## config.mk

```make
export PLATFORM = sky130hd
export DESIGN_NAME = bfd_front
export DESIGN_NICKNAME = d
export VERILOG_FILES = /design/src/hw/rtl/bfd_pkg.sv /design/src/hw/rtl/bfd_front.sv
export SDC_FILE = /design/constraint.sdc
export NUM_CORES = 1
export LEC_CHECK = 0
export ABC_AREA = 1
export BUFFER_PORTS_ARGS = -buffer_cell sky130_fd_sc_hd__buf_2
export CAP_MARGIN = 20
export CORE_MARGIN = 3
export CORE_UTILIZATION = 40
export CTS_BUF_LIST = sky130_fd_sc_hd__clkbuf_2
export CTS_CLUSTER_SIZE = 28
export DETAILED_ROUTE_END_ITERATION = 6
export PLACE_DENSITY = 0.56
export SYNTH_ARGS = -nofsm -noshare
export SYNTH_HDL_FRONTEND = slang
export SYNTH_SLANG_ARGS = --single-unit
```

## constraint.sdc

```tcl
create_clock -name clk -period 13 [get_ports clk]
set_input_delay 0.65 -clock clk [delete_from_list [all_inputs] [get_ports clk]]
set_output_delay 0.65 -clock clk [all_outputs]
set_load 0.01 [all_outputs]
```

## src/hw/rtl/bfd_pkg.sv

```systemverilog
// shared types and constants of the box filter downscaler
package bfd_pkg;

    localparam int LANES      = 4;
    localparam int BYTE_W     = 8;
    localparam int PIX_W      = 32;
    localparam int LANE_W     = 14;
    localparam int ACC_W      = 20;
    localparam int COORD_W    = 12;
    localparam int IDX_W      = 13;
    localparam int CNT_W      = 17;
    localparam int SIZE_W     = 13;
    localparam int BLK_W      = 7;
    localparam int CFG_IDX_W  = 2;
    localparam int CFG_DATA_W = 13;
    localparam int Q_DEPTH    = 4;
    localparam int Q_PTR_W    = 2;
    localparam int QUOT_W     = 8;

    // configuration register indexes
    typedef enum logic [CFG_IDX_W-1:0] {
        REG_SRC_WIDTH  = 2'd0,
        REG_SRC_HEIGHT = 2'd1,
        REG_BLOCK_SIZE = 2'd2
    } bfd_reg_t;

    // one finished block row segment handed from front to back
    typedef struct packed {
        logic [LANES-1:0][LANE_W-1:0] sums;
        logic [IDX_W-1:0]             acc_idx;
        logic                         first_row;
        logic                         last_row;
        logic [CNT_W-1:0]             cnt;
        logic [COORD_W-1:0]           ox;
        logic [COORD_W-1:0]           oy;
        logic                         frame_last;
    } bfd_op_t;

    // queue status seen by front, back and top
    typedef struct packed {
        logic full;
        logic nonempty;
    } bfd_qstat_t;

endpackage

```

## src/hw/rtl/bfd_front.sv

```systemverilog
// front part: config registers, raster position, horizontal run sums
module bfd_front
    import bfd_pkg::*;
#(
    parameter int MAX_WIDTH  = 4096,
    parameter int MAX_HEIGHT = 4096,
    parameter int MAX_BLOCK  = 64
)
(
    input  logic                  clk,
    input  logic                  rst_n,
    input  logic                  cfg_valid,
    output logic                  cfg_ready,
    input  logic [CFG_IDX_W-1:0]  cfg_index,
    input  logic [CFG_DATA_W-1:0] cfg_data,
    input  logic                  in_valid,
    output logic                  in_stall,
    input  logic [PIX_W-1:0]      pixel,
    input  bfd_qstat_t            qstat,
    output logic                  push,
    output bfd_op_t               push_op
);

    localparam int XW  = $clog2(MAX_WIDTH);
    localparam int YW  = $clog2(MAX_HEIGHT);
    localparam int WW  = $clog2(MAX_WIDTH + 1);
    localparam int HW  = $clog2(MAX_HEIGHT + 1);
    localparam int NW  = $clog2(MAX_BLOCK + 1);
    localparam int CW  = $clog2(MAX_BLOCK);
    localparam int XEW = ((WW > NW) ? WW : NW) + 2;
    localparam int YEW = ((HW > NW) ? HW : NW) + 2;

    logic [SIZE_W-1:0] src_width_reg, src_height_reg;
    logic [BLK_W-1:0]  block_size_reg;
    logic [CW-1:0]     cx_reg, cy_reg;
    logic [XW-1:0]     x0_reg, bx_reg;
    logic [YW-1:0]     y0_reg, by_reg;
    logic [LANES-1:0][LANE_W-1:0] run_reg, run_next;

    logic [WW-1:0]  w;
    logic [HW-1:0]  h;
    logic [NW-1:0]  n, ex, ey;
    logic [XEW-1:0] rem_x;
    logic [YEW-1:0] rem_y;
    logic col_kept, row_kept, col_last, row_last, col_end, row_wrap, frame_wrap;
    logic accept, cfg_hit;

    // clamped frame and block sizes
    always_comb
    begin
        if (src_width_reg == '0)
            w = WW'(1);
        else if (32'(src_width_reg) > 32'(MAX_WIDTH))
            w = WW'(MAX_WIDTH);
        else
            w = WW'(src_width_reg);
        if (src_height_reg == '0)
            h = HW'(1);
        else if (32'(src_height_reg) > 32'(MAX_HEIGHT))
            h = HW'(MAX_HEIGHT);
        else
            h = HW'(src_height_reg);
        if (block_size_reg == '0)
            n = NW'(1);
        else if (32'(block_size_reg) > 32'(MAX_BLOCK))
            n = NW'(MAX_BLOCK);
        else
            n = NW'(block_size_reg);
    end

    // extent of the current block, kept and last-block tests
    always_comb
    begin
        rem_x    = XEW'(w) - XEW'(x0_reg);
        rem_y    = YEW'(h) - YEW'(y0_reg);
        ex       = (rem_x > XEW'(n)) ? n : NW'(rem_x);
        ey       = (rem_y > YEW'(n)) ? n : NW'(rem_y);
        col_kept = (bx_reg == '0) || ((XEW'(ex) << 1) >= XEW'(n));
        row_kept = (by_reg == '0) || ((YEW'(ey) << 1) >= YEW'(n));
        col_last = (rem_x << 1) < (XEW'(n) + (XEW'(n) << 1));
        row_last = (rem_y << 1) < (YEW'(n) + (YEW'(n) << 1));
        col_end  = (NW'(cx_reg) + NW'(1)) == ex;
        row_wrap = (XEW'(x0_reg) + XEW'(cx_reg) + XEW'(1)) >= XEW'(w);
        frame_wrap = (YEW'(y0_reg) + YEW'(cy_reg) + YEW'(1)) >= YEW'(h);
    end

    assign cfg_ready = 1'b1;
    assign in_stall  = qstat.full;
    assign accept    = in_valid && !in_stall;

    always_comb
    begin
        unique case (cfg_index)
            REG_SRC_WIDTH, REG_SRC_HEIGHT, REG_BLOCK_SIZE: cfg_hit = cfg_valid;
            default:                                        cfg_hit = 1'b0;
        endcase
    end

    // run sums of the current block row
    always_comb
    begin
        for (int k = 0; k < LANES; k++)
        begin
            run_next[k] = ((cx_reg == '0) ? '0 : run_reg[k])
                        + LANE_W'(pixel[k*BYTE_W +: BYTE_W]);
        end
    end

    // block op leaving at the last column of a kept block
    always_comb
    begin
        push               = accept && col_kept && row_kept && col_end;
        push_op.sums       = run_next;
        push_op.acc_idx    = IDX_W'(bx_reg);
        push_op.first_row  = (cy_reg == '0);
        push_op.last_row   = (NW'(cy_reg) + NW'(1)) == ey;
        push_op.cnt        = CNT_W'(ex) * CNT_W'(ey);
        push_op.ox         = COORD_W'(bx_reg);
        push_op.oy         = COORD_W'(by_reg);
        push_op.frame_last = col_last && row_last;
    end

    // config registers
    always_ff @(posedge clk or negedge rst_n)
    begin
        if (!rst_n)
        begin
            src_width_reg  <= SIZE_W'(4096);
            src_height_reg <= SIZE_W'(4096);
            block_size_reg <= BLK_W'(2);
        end
        else if (cfg_valid && cfg_ready)
        begin
            unique case (cfg_index)
                REG_SRC_WIDTH:  src_width_reg  <= cfg_data;
                REG_SRC_HEIGHT: src_height_reg <= cfg_data;
                REG_BLOCK_SIZE: block_size_reg <= cfg_data[BLK_W-1:0];
                default:        ;
            endcase
        end
    end

    // raster position
    always_ff @(posedge clk or negedge rst_n)
    begin
        if (!rst_n)
        begin
            cx_reg <= '0; x0_reg <= '0; bx_reg <= '0;
            cy_reg <= '0; y0_reg <= '0; by_reg <= '0;
            run_reg <= '0;
        end
        else if (cfg_hit)
        begin
            cx_reg <= '0; x0_reg <= '0; bx_reg <= '0;
            cy_reg <= '0; y0_reg <= '0; by_reg <= '0;
            run_reg <= '0;
        end
        else if (accept)
        begin
            if (col_kept && row_kept)
                run_reg <= run_next;
            if (row_wrap)
            begin
                cx_reg <= '0; x0_reg <= '0; bx_reg <= '0;
                if (frame_wrap)
                begin
                    cy_reg <= '0; y0_reg <= '0; by_reg <= '0;
                end
                else if ((NW'(cy_reg) + NW'(1)) == n)
                begin
                    cy_reg <= '0;
                    y0_reg <= y0_reg + YW'(n);
                    by_reg <= by_reg + YW'(1);
                end
                else
                    cy_reg <= cy_reg + CW'(1);
            end
            else if ((NW'(cx_reg) + NW'(1)) == n)
            begin
                cx_reg <= '0;
                x0_reg <= x0_reg + XW'(n);
                bx_reg <= bx_reg + XW'(1);
            end
            else
                cx_reg <= cx_reg + CW'(1);
        end
    end

endmodule

```

==> results.toml, run 1 <==
[yosys]
yosys_warnings = 0
ys_types = 51
synthTopCellsByArea = "dfrtp_1 (24%), ha_1 (16%), nand2_1 (13%)"
synth-adder-area-share = 0.201
yosysTopAreaCell = "dfrtp_1"
synth_compound_area_frac = 0.115
ys_seq_area_frac = 0.246
ys_async_sr_fraction = 1.00
synthSimpleGateAreaFrac = 0.263
synth_top_family_by_area = "simple AND/OR/NAND/NOR gates"
synthXorXnorAreaFrac = 0.0652
synth_mux_area_frac = 0
synth_seq_cells = 149
synth-edff-count = 0
synth_area_um2 = 15200
syn_area_per_cell_um2 = 7.08
synth_top_area_frac = 0.241
synth_top_flop_cell = "dfrtp_1"
syn-instance-count = 2143

[timing]
final_max_slew_viol_count = 0
fin_crit_ns = 9.78
finalCritPeriodShare = 0.752
worst_slew_pin_slew_ns = 0.944
tns_ns = 0
slew_headroom = 0.371
finalHoldViolCount = 0
fmax_mhz = 102
fin_skew_ns = 0.0563
setup_viol = 0
rsz0062_at_grt = "false"

[critical_path]
cpPeakStageDelay_ns = 0.54
critPathKind = "reg -> out"
required_ns = 12.35
crit_arrival_ns = 9.13
end_kind = "output pin"
startpoint_type = "register"
cp_max_fo = 9
crit_path_top_delay_cell = "fa_1"

[global_route]
grt_overflow = 0
grt_pass1_wl_mm = 68.3
antenna_found_initial = 1
grt_pass1_vias = 13840
grt.total_usage = 0.205
grt_max_degree = 80

[clocking]
cts_buffers = 17
h-tree-depth = 4
clockRootBuffer = "clkbuf_2"
cts_tree = "yes"
worst_skew_pair.late_latency_ns = 0.86
ctsResizeCount = 0
post-cts-setup-buffer-count = 0
clock_path_buffers = 2
cts.clk_slew.worst_paths_ns = 0.29
hold_buffers = 3
cts_sinks = 149

[die]
start_util = 0.410
dieArea_um2 = 40300
core-area_um2 = 37000
ios = 169
placementRows = 70
die_w_um = 201
die_h_um = 201

[routing]
route.detailed.drc = 0
viasPerCell = 5.05
firstDrtPassIters = 7
ant_nets = 0
drt-initial-drc-count = 800
wl_mm = 41.1
post_drt_wl_per_cell_um = 14.7
vias = 14149

[layout]
drive_gt1_frac = 0.107
largest_register_ffs = 56
final_util = 0.450
layout_common_cells = "nand2_1 (508), inv_1 (347), ha_1 (191)"
seqCellArea_um2 = 3730
area_growth_pct = 9.65
final_common_cell = "nand2_1"
multi_input_area_um2 = 9820
layout.nets = 2561
fillers = 3906

[placed_design]
port_buffers = 162
globalplace.congestion = 0.894
dpl.hpwl_mm = 31.9

[power_and_ir_drop]
p_leak_uw = 0.00943
power_density_nw_per_um2 = 171
worst_ir_drop_vdd_mv = 0.0727

[min_path]
hp-class = "in -> reg"

[outcome]
outcome = "finished, final reports clean"

[run]
maxCapViolCount = 0
==> where the power goes <==
part / switching (uW) / internal, uW / total, uW / leakage (uW)
registers: 75.5 / 546 / 621 / 0.00199
logic: 1260 / 705 / 1960 / 0.00731
clock network: 209 / 55.7 / 264 / 0.000124
total: 1540 / 1310 / 2850 / 0.00943
==> per-stage QoR <==
step	setup WS (ns)	cells	total power (uW)	hold slack (ns)	cell area, um^2
CTS	3.12	2801	2870	0.00170	16600
global placement	4.25	2766	2550	0.471	16400
detailed placement	4.12	2766	2590	0.474	16400
finish	3.22	2802	2850	0.0790	16600
global route	2.48	2802	3200	0.00960	16600
floorplan	5.21	2146	2070	0.354	15200
==> critical path: cells and delay by family (launching register included) <==
kind / cells / cell delay, ns
adders and majority gates: 7 / 2.97
and+or+nand+nor: 15 / 1.74
xor gates and xnor gates: 2 / 0.43
DFF: 1 / 0.51
AOI/OAI and AO/OA: 12 / 2.08
buffers and inverters: 7 / 0.52
==> cell usage after synthesis, types with 4 or more instances <==
| cell type | n |
|---|---|
| nand2_1 | 508 |
| nand3_1 | 166 |
| o21ai_0 | 111 |
| o21bai_1 | 20 |
| nand2_2 | 11 |
| buf_1 | 4 |
| dfrtp_1 | 146 |
| ha_1 | 191 |
| a21oi_1 | 140 |
| xnor2_1 | 26 |
| o31ai_1 | 4 |
| o211ai_1 | 5 |
| o22ai_1 | 7 |
| or2_2 | 6 |
| buf_4 | 19 |
| o21ai_1 | 10 |
| nor3_1 | 33 |
| buf_2 | 8 |
| nor4_1 | 9 |
| a211oi_1 | 4 |
| xor2_1 | 87 |
| nand4_1 | 30 |
| fa_1 | 33 |
| nand3b_1 | 8 |
| nor2_1 | 142 |
| nor3b_1 | 6 |
| inv_1 | 347 |
| clkbuf_1 | 21 |
| buf_6 | 6 |
==> worst paths after layout <==
path | endpoint | depth (start not counted) | slack [ns] | startpoint
max reg2reg | run_reg[39] | 42 | 6.34 | src_height_reg[1]
min reg2reg | src_width_reg[10] | 2 | 0.52 | src_width_reg[10]
max in group asynchronous | y0_reg[4] | 3 | 11.19 | rst_n
max | push_op[38] | 43 | 3.22 | src_height_reg[1]
min | src_width_reg[6] | 3 | 0.08 | cfg_data[6]
min in group asynchronous | x0_reg[10] | 2 | 0.34 | rst_n
==> kinds of logic after synthesis <==
family | count (synthesis)
and+or+nand+nor | 930
buffers and inverters | 407
AOI/OAI and AO/OA | 318
adders and majority gates | 224
DFF | 149
xor gates and xnor gates | 113
other | 2
==> layer usage <==
metal / up-vias / wire length, um / global-route usage
met5: - / 0 / 0
met4: 0 / 684 / 0.0527
met3: 40 / 1810 / 0.0363
met2: 265 / 19700 / 0.351
met1: 6624 / 19000 / 0.268
li1: 7220 / - / -
==> layout make-up <==
type | instances | share of cell area
multi-input combinational | 1590 | 0.590
sequential | 149 | 0.224
inverter | 349 | 0.0788
timing repair buffer | 177 | 0.0563
tap | 504 | 0.0379
clock inverter | 15 | 0.00722
clock buffer | 17 | 0.00512
antenna | 1 | 0.000150
(Power assumes the default switching activity.)
==> inputs of run 2 (changes only) <==
- ABC_AREA: 1 -> 0
- clock period: 13 -> 9.8 ns (I/O delays scaled with it)
==> run 2 against run 1 <==
  * Via count fell by 11%
  * Largest power group unchanged
  * Global-route usage down 0.48 points
  * Clock-buffer cell count is the same
  * Highest routed layer unchanged
  * Wire length down 4.2%
  * Total power rose by 47%
  * Combinational power rose by 48%
==> results.toml, run 2 <==
[yosys]
yosys_warnings = 0
ys_async_sr_fraction = 1.00
ys_types = 70
synth_top_flop_cell = "dfrtp_1"
ys_seq_area_frac = 0.252
synth_seq_cells = 149
yosysMostFrequentCell = "ha_1"
synth-edff-count = 0
synth_top_area_frac = 0.246
synthTopCellsByCount = "ha_1 (191), inv_1 (183), nor2_1 (178)"
syn-instance-count = 1728
synth_area_um2 = 14800
yosysTopAreaCell = "dfrtp_1"
syn_area_per_cell_um2 = 8.59
synthTopCellsByArea = "dfrtp_1 (25%), ha_1 (16%), xnor2_1 (5.3%)"

[routing]
route.detailed.drc = 0
wl_mm = 39.4
ant_nets = 0
drt-initial-drc-count = 535
viasPerCell = 5.25
vias = 12541
post_drt_wl_per_cell_um = 16.5
firstDrtPassIters = 5

[clocking]
clock_path_buffers = 2
worst_skew_pair.late_latency_ns = 0.84
cts_buffers = 17
cts_tree = "yes"
clockRootBuffer = "clkbuf_2"
cts.clk_slew.worst_paths_ns = 0.28
cts_sinks = 149
h-tree-depth = 4

[timing]
fin_crit_ns = 9.21
slew_headroom = 0.291
worst_slew_pin_slew_ns = 1.06
final_max_slew_viol_count = 0
finalCritPeriodShare = 0.940
timing.hold.ws_ns = 0.122
fin_skew_ns = 0.0633
finalHoldViolCount = 0
fmax_mhz = 109
layout_setup_ws_ns = 0.585
setup_viol = 0

[layout]
design_area_um2 = 16800
final_common_cell = "ha_1"
layout_common_cells = "ha_1 (190), inv_1 (182), nor2_1 (175)"
area_growth_pct = 13.4
largest_register_ffs = 56
layout.nets = 2189
final_util = 0.466
fillers = 3540
drive_gt1_frac = 0.168
final_cells = 2387

[critical_path]
cp_max_fo = 9
required_ns = 9.31
crit_arrival_ns = 8.72
crit_path_top_delay_cell = "fa_1"
r2r_setup_slack_ns = 2.77
reg2reg_to = "run_reg[23]"
startpoint_type = "register"
end_kind = "output pin"
critPathKind = "reg -> out"
critPathLaunch = "src_height_reg[8]"
cpPeakStageDelay_ns = 0.55
rr_worst_depth = 27
regToRegStartpoint = "src_height_reg[8]"

[power_and_ir_drop]
worst_ir_drop_vdd_mv = 0.107
p_leak_uw = 0.00888
power_density_nw_per_um2 = 249

[die]
dieArea_um2 = 39400
ios = 169
start_util = 0.411
core-area_um2 = 36100
die_w_um = 199
placementRows = 69
die_h_um = 199

[global_route]
grt_pass1_wl_mm = 63.6
grt.total_usage = 0.200
grt_pass1_vias = 12065
grt_overflow = 0
antenna_found_initial = 1
grt_max_degree = 72

[run]
maxCapViolCount = 0

[min_path]
holdPathEnd = "run_reg[28]"
hold_path_startpoint = "pixel[16]"
hp-class = "in -> reg"
min_path_cells = 4

[placed_design]
port_buffers = 162
dpl.hpwl_mm = 30.0
placed_cells = 2319
place_area_um2 = 16200
place_worst_setup_slack_ns = 0.885
globalplace.congestion = 0.859

[outcome]
outcome = "finished, final reports clean"
-- run 2: changes by cell type in the layout (fill, tap and decap cells not counted), moves of 42 or more --
cell and delta:
a21oi_1 -59, inv_1 -165, mux2i_1 +74, nand2_1 -376
nand3_1 -133, o21ai_0 -42, xnor2_1 +57, xor2_1 -42
-- run 2: worst max path at each step --
stage	endpoint	slack, ns	cells after the start
after global placement	push_op[38]	0.90	30
final	push_op[37]	0.59	35
after detailed placement	push_op[38]	0.88	30
after floorplan	push_op[37]	1.70	32
after global routing	push_op[37]	-0.01	38
after CTS	push_op[38]	0.01	30
-- run 2: critical path, delay by kind of cell (launching register included) --
| family | cells | cell delay (ns) |
|---|---|---|
| adder cells (fa/ha/maj) | 8 | 3.10 |
| AND/OR/NAND/NOR | 8 | 1.89 |
| AO/OA/AOI/OAI | 11 | 1.52 |
| flip-flops | 1 | 0.48 |
| buffers and inverters | 5 | 0.35 |
| multiplexers | 1 | 0.28 |
| XOR/XNOR | 2 | 0.27 |
-- run 2: cell families after synthesis --
kind of cell / after synthesis / synth area share
and+or+nand+nor: 550 / 0.179
AOI/OAI and AO/OA: 304 / 0.130
buffers and inverters: 247 / 0.0699
adders and majority gates: 228 / 0.208
DFF: 149 / 0.252
xor gates and xnor gates: 136 / 0.0813
muxes: 112 / 0.0796
other: 2 / 0.000506
-- run 2: metrics by stage --
stage | setup TNS, ns | power (uW)
after global placement | 0 | 3680
after global routing | -0.0132 | 4640
final | 0 | 4190
after detailed placement | 0 | 3730
after CTS | 0 | 4140
after floorplan | 0 | 2960
-- run 2: final cells by class --
class | instances | area (um^2) | share of cell area
timing repair buffer | 226 | 1350 | 0.0802
sequential | 149 | 3730 | 0.222
clock buffer | 17 | 85.1 | 0.00506
antenna | 1 | 2.50 | 0.000149
tap | 461 | 577 | 0.0343
multi-input combinational | 1335 | 10200 | 0.609
clock inverter | 15 | 146 | 0.00870
inverter | 183 | 691 | 0.0410
-- run 2: timing repair --
item                       4_1_cts  5_1_grt
resized for setup                1       26
pin swaps                        0       12
buffers inserted                 0       14
gates cloned                     0        0
hold buffers                    21        0
hold endpoints to repair       109        0
setup endpoints to repair        2        4
-- run 2: routing by layer --
layer  up-vias  share of wire  global-route usage
li1       6296              -                   -
met5         -              0                   0
met2       224           0.45               0.316
met1      5992           0.51               0.292
met3        29          0.034              0.0268
met4         0          0.012              0.0437
-- run 2: where the power goes --
part	total [uW]	switching, uW	internal [uW]	leakage [uW]
registers	910	166	745	0.00197
logic	2910	1660	1250	0.00678
clock network	371	273	97.9	0.000126
total	4190	2090	2100	0.00888
==> inputs of run 3 (changes only) <==
- CORE_ASPECT_RATIO: default -> 0.6
- CTS_BUF_LIST: sky130_fd_sc_hd__clkbuf_2 -> sky130_fd_sc_hd__clkbuf_4 sky130_fd_sc_hd__clkbuf_8
==> run 3 against run 2 <==
  * Final cell count decreased by 1.1%
  * Fmax decreased by 0.75%
  * Sequential cell count unchanged
  * Sequential power up 0.7%
  * Utilization barely moved
  * First-iteration DRC count rose by 55%
  * Worst hold slack lost 0.068 ns
  * Largest cell class unchanged
==> results.toml, run 3 (synthesis gave the netlist of run 2 again) <==
[outcome]
outcome = "finished, final reports clean"

[die]
core-area_um2 = 35800
placementRows = 53
die_h_um = 155
dieArea_um2 = 39500
ios = 169
start_util = 0.414
die_w_um = 255

[timing]
setup_viol = 0
slew_headroom = 0.267
worst_slew_pin_slew_ns = 1.09
fmax_mhz = 108
finalHoldViolCount = 0
rsz0062_at_grt = "true"
finalCritPeriodShare = 0.947
final_max_slew_viol_count = 0
layout_setup_ws_ns = 0.516
fin_crit_ns = 9.28
tns_ns = 0
fin_skew_ns = 0.0170

[min_path]
hp-class = "in -> async"

[power_and_ir_drop]
p_sw_uw = 2160
sw_frac_of_total = 0.491
intPower_uw = 2240
comb_power_share = 0.665
p_leak_uw = 0.00882
power_density_nw_per_um2 = 263
seqPwrFrac = 0.208
clkPwrFrac = 0.127
worst_ir_drop_vdd_mv = 0.105

[critical_path]
required_ns = 9.31
startpoint_type = "register"
crit_arrival_ns = 8.79
cp_max_fo = 9
cpPeakStageDelay_ns = 0.65
crit_family = "adder cells"
crit_path_top_delay_cell = "or4_4"
critPathBufInv = 5
critPathKind = "reg -> out"
end_kind = "output pin"

[layout]
layout_common_cells = "ha_1 (191), inv_1 (183), nor2_1 (178)"
antenna_cells = 0
largest_register_ffs = 56
layout.nets = 2158
drive_gt1_frac = 0.158
final_common_cell = "ha_1"
area_growth_pct = 12.5
design_area_um2 = 16700

[routing]
ant_nets = 0
route.detailed.drc = 0
firstDrtPassIters = 5
viasPerCell = 5.33
drt-initial-drc-count = 831
post_drt_wl_per_cell_um = 17.3
wl_mm = 40.8
vias = 12578

[placed_design]
globalplace.congestion = 0.894
port_buffers = 162
dpl.hpwl_mm = 31.7
place_area_um2 = 16100
place_worst_setup_slack_ns = 0.625

[clocking]
cts.clk_slew.worst_paths_ns = 0.10
clock_path_buffers = 2
clockRootBuffer = "clkbuf_8"
cts_tree = "yes"
cts_buffers = 17
cts_sinks = 149
worst_skew_pair.late_latency_ns = 0.50
h-tree-depth = 4

[global_route]
grt.total_usage = 0.209
grt_pass1_wl_mm = 65.7
grt_overflow = 0
grt_pass1_vias = 12018
grt_max_degree = 90
antenna_found_initial = 2

[run]
maxCapViolCount = 0
## run 3: cell count changes in the layout (fill, tap and decap cells not counted), moves of 5 or more
cell | previous run | this run
buf_4 | 43 | 33
clkbuf_2 | 17 | 0
clkbuf_8 | 0 | 17
clkinvlp_4 | 6 | 1
dlygate4sd3_1 | 21 | 0
## run 3: layer usage
| layer | track usage | up-vias | share of wire |
|---|---|---|---|
| met4 | 0.0434 | 4 | 0.011 |
| li1 | - | 6243 | - |
| met2 | 0.279 | 294 | 0.38 |
| met1 | 0.337 | 6000 | 0.55 |
| met3 | 0.0433 | 37 | 0.051 |
| met5 | 0.0174 | - | 0.0025 |
## run 3: cell type report
class                           count  area, um^2
Timing Repair Buffer              195        1060
Fill cell                        3486       19100
Inverter                          183         687
Clock inverter                     15         209
Tap cell                          467         584
Multi-Input combinational cell   1335       10200
Sequential cell                   149        3730
Clock buffer                       17         234
## run 3: power by group through the flow
stage	logic, uW	registers [uW]	clock network [uW]
after floorplan	2090	869	0
after global placement	2780	917	0
after detailed placement	2830	926	0
after CTS	2870	915	579
after global routing	3280	943	604
final	2920	916	558
## run 3: metrics by stage
stage / util / cells / hold WS (ns) / total power (uW)
2_1_floorplan: - / 1731 / 0.194 / 2960
3_3_place_gp: 0.451 / 2322 / 0.496 / 3700
3_5_place_dp: 0.451 / 2322 / 0.504 / 3760
4_1_cts: 0.463 / 2354 / 0.0817 / 4360
5_1_grt: 0.466 / 2361 / 0.115 / 4830
6_report: 0.466 / 2361 / 0.0538 / 4400
## run 3: worst reg2reg max path, cell delays in order (launching register included)
cell and delay, ns:
dfrtp_1 0.42, nor4_1 0.37, a31oi_1 0.18, or2_2 0.33
ha_1 0.21, inv_1 0.06, ha_1 0.16, a21oi_1 0.09
a21oi_1 0.20, o21ai_1 0.15, a2111oi_2 0.41, o21ai_0 0.12
a211o_1 0.32, or4_4 0.65, a21oi_1 0.76, inv_1 0.17
ha_1 0.32, a211oi_1 0.19, o21ai_0 0.13, a21o_1 0.18
a21oi_1 0.26, a221o_4 0.23, buf_4 0.74, mux2i_1 0.42
nor2_1 0.06
## run 3: final timing paths
| path | startpoint | end | slack (ns) | cells past startpoint |
|---|---|---|---|---|
| min | rst_n | by_reg[9] | 0.05 | 1 |
| max in group asynchronous | rst_n | run_reg[8] | 8.32 | 2 |
| max reg2reg | src_height_reg[4] | run_reg[43] | 2.53 | 24 |
| max | src_height_reg[4] | push_op[38] | 0.52 | 30 |
| min reg2reg | src_height_reg[0] | src_height_reg[0] | 0.52 | 1 |
| min in group clk | cfg_data[10] | src_height_reg[10] | 0.25 | 2 |
## run 3: what timing repair did
| action | in CTS | in global routing |
|---|---|---|
| hold buffers | 0 | 0 |
| setup endpoints to repair | 1 | 4 |
| pin swaps | 0 | 4 |
| resized for setup | 1 | 11 |
| setup buffers | 0 | 7 |
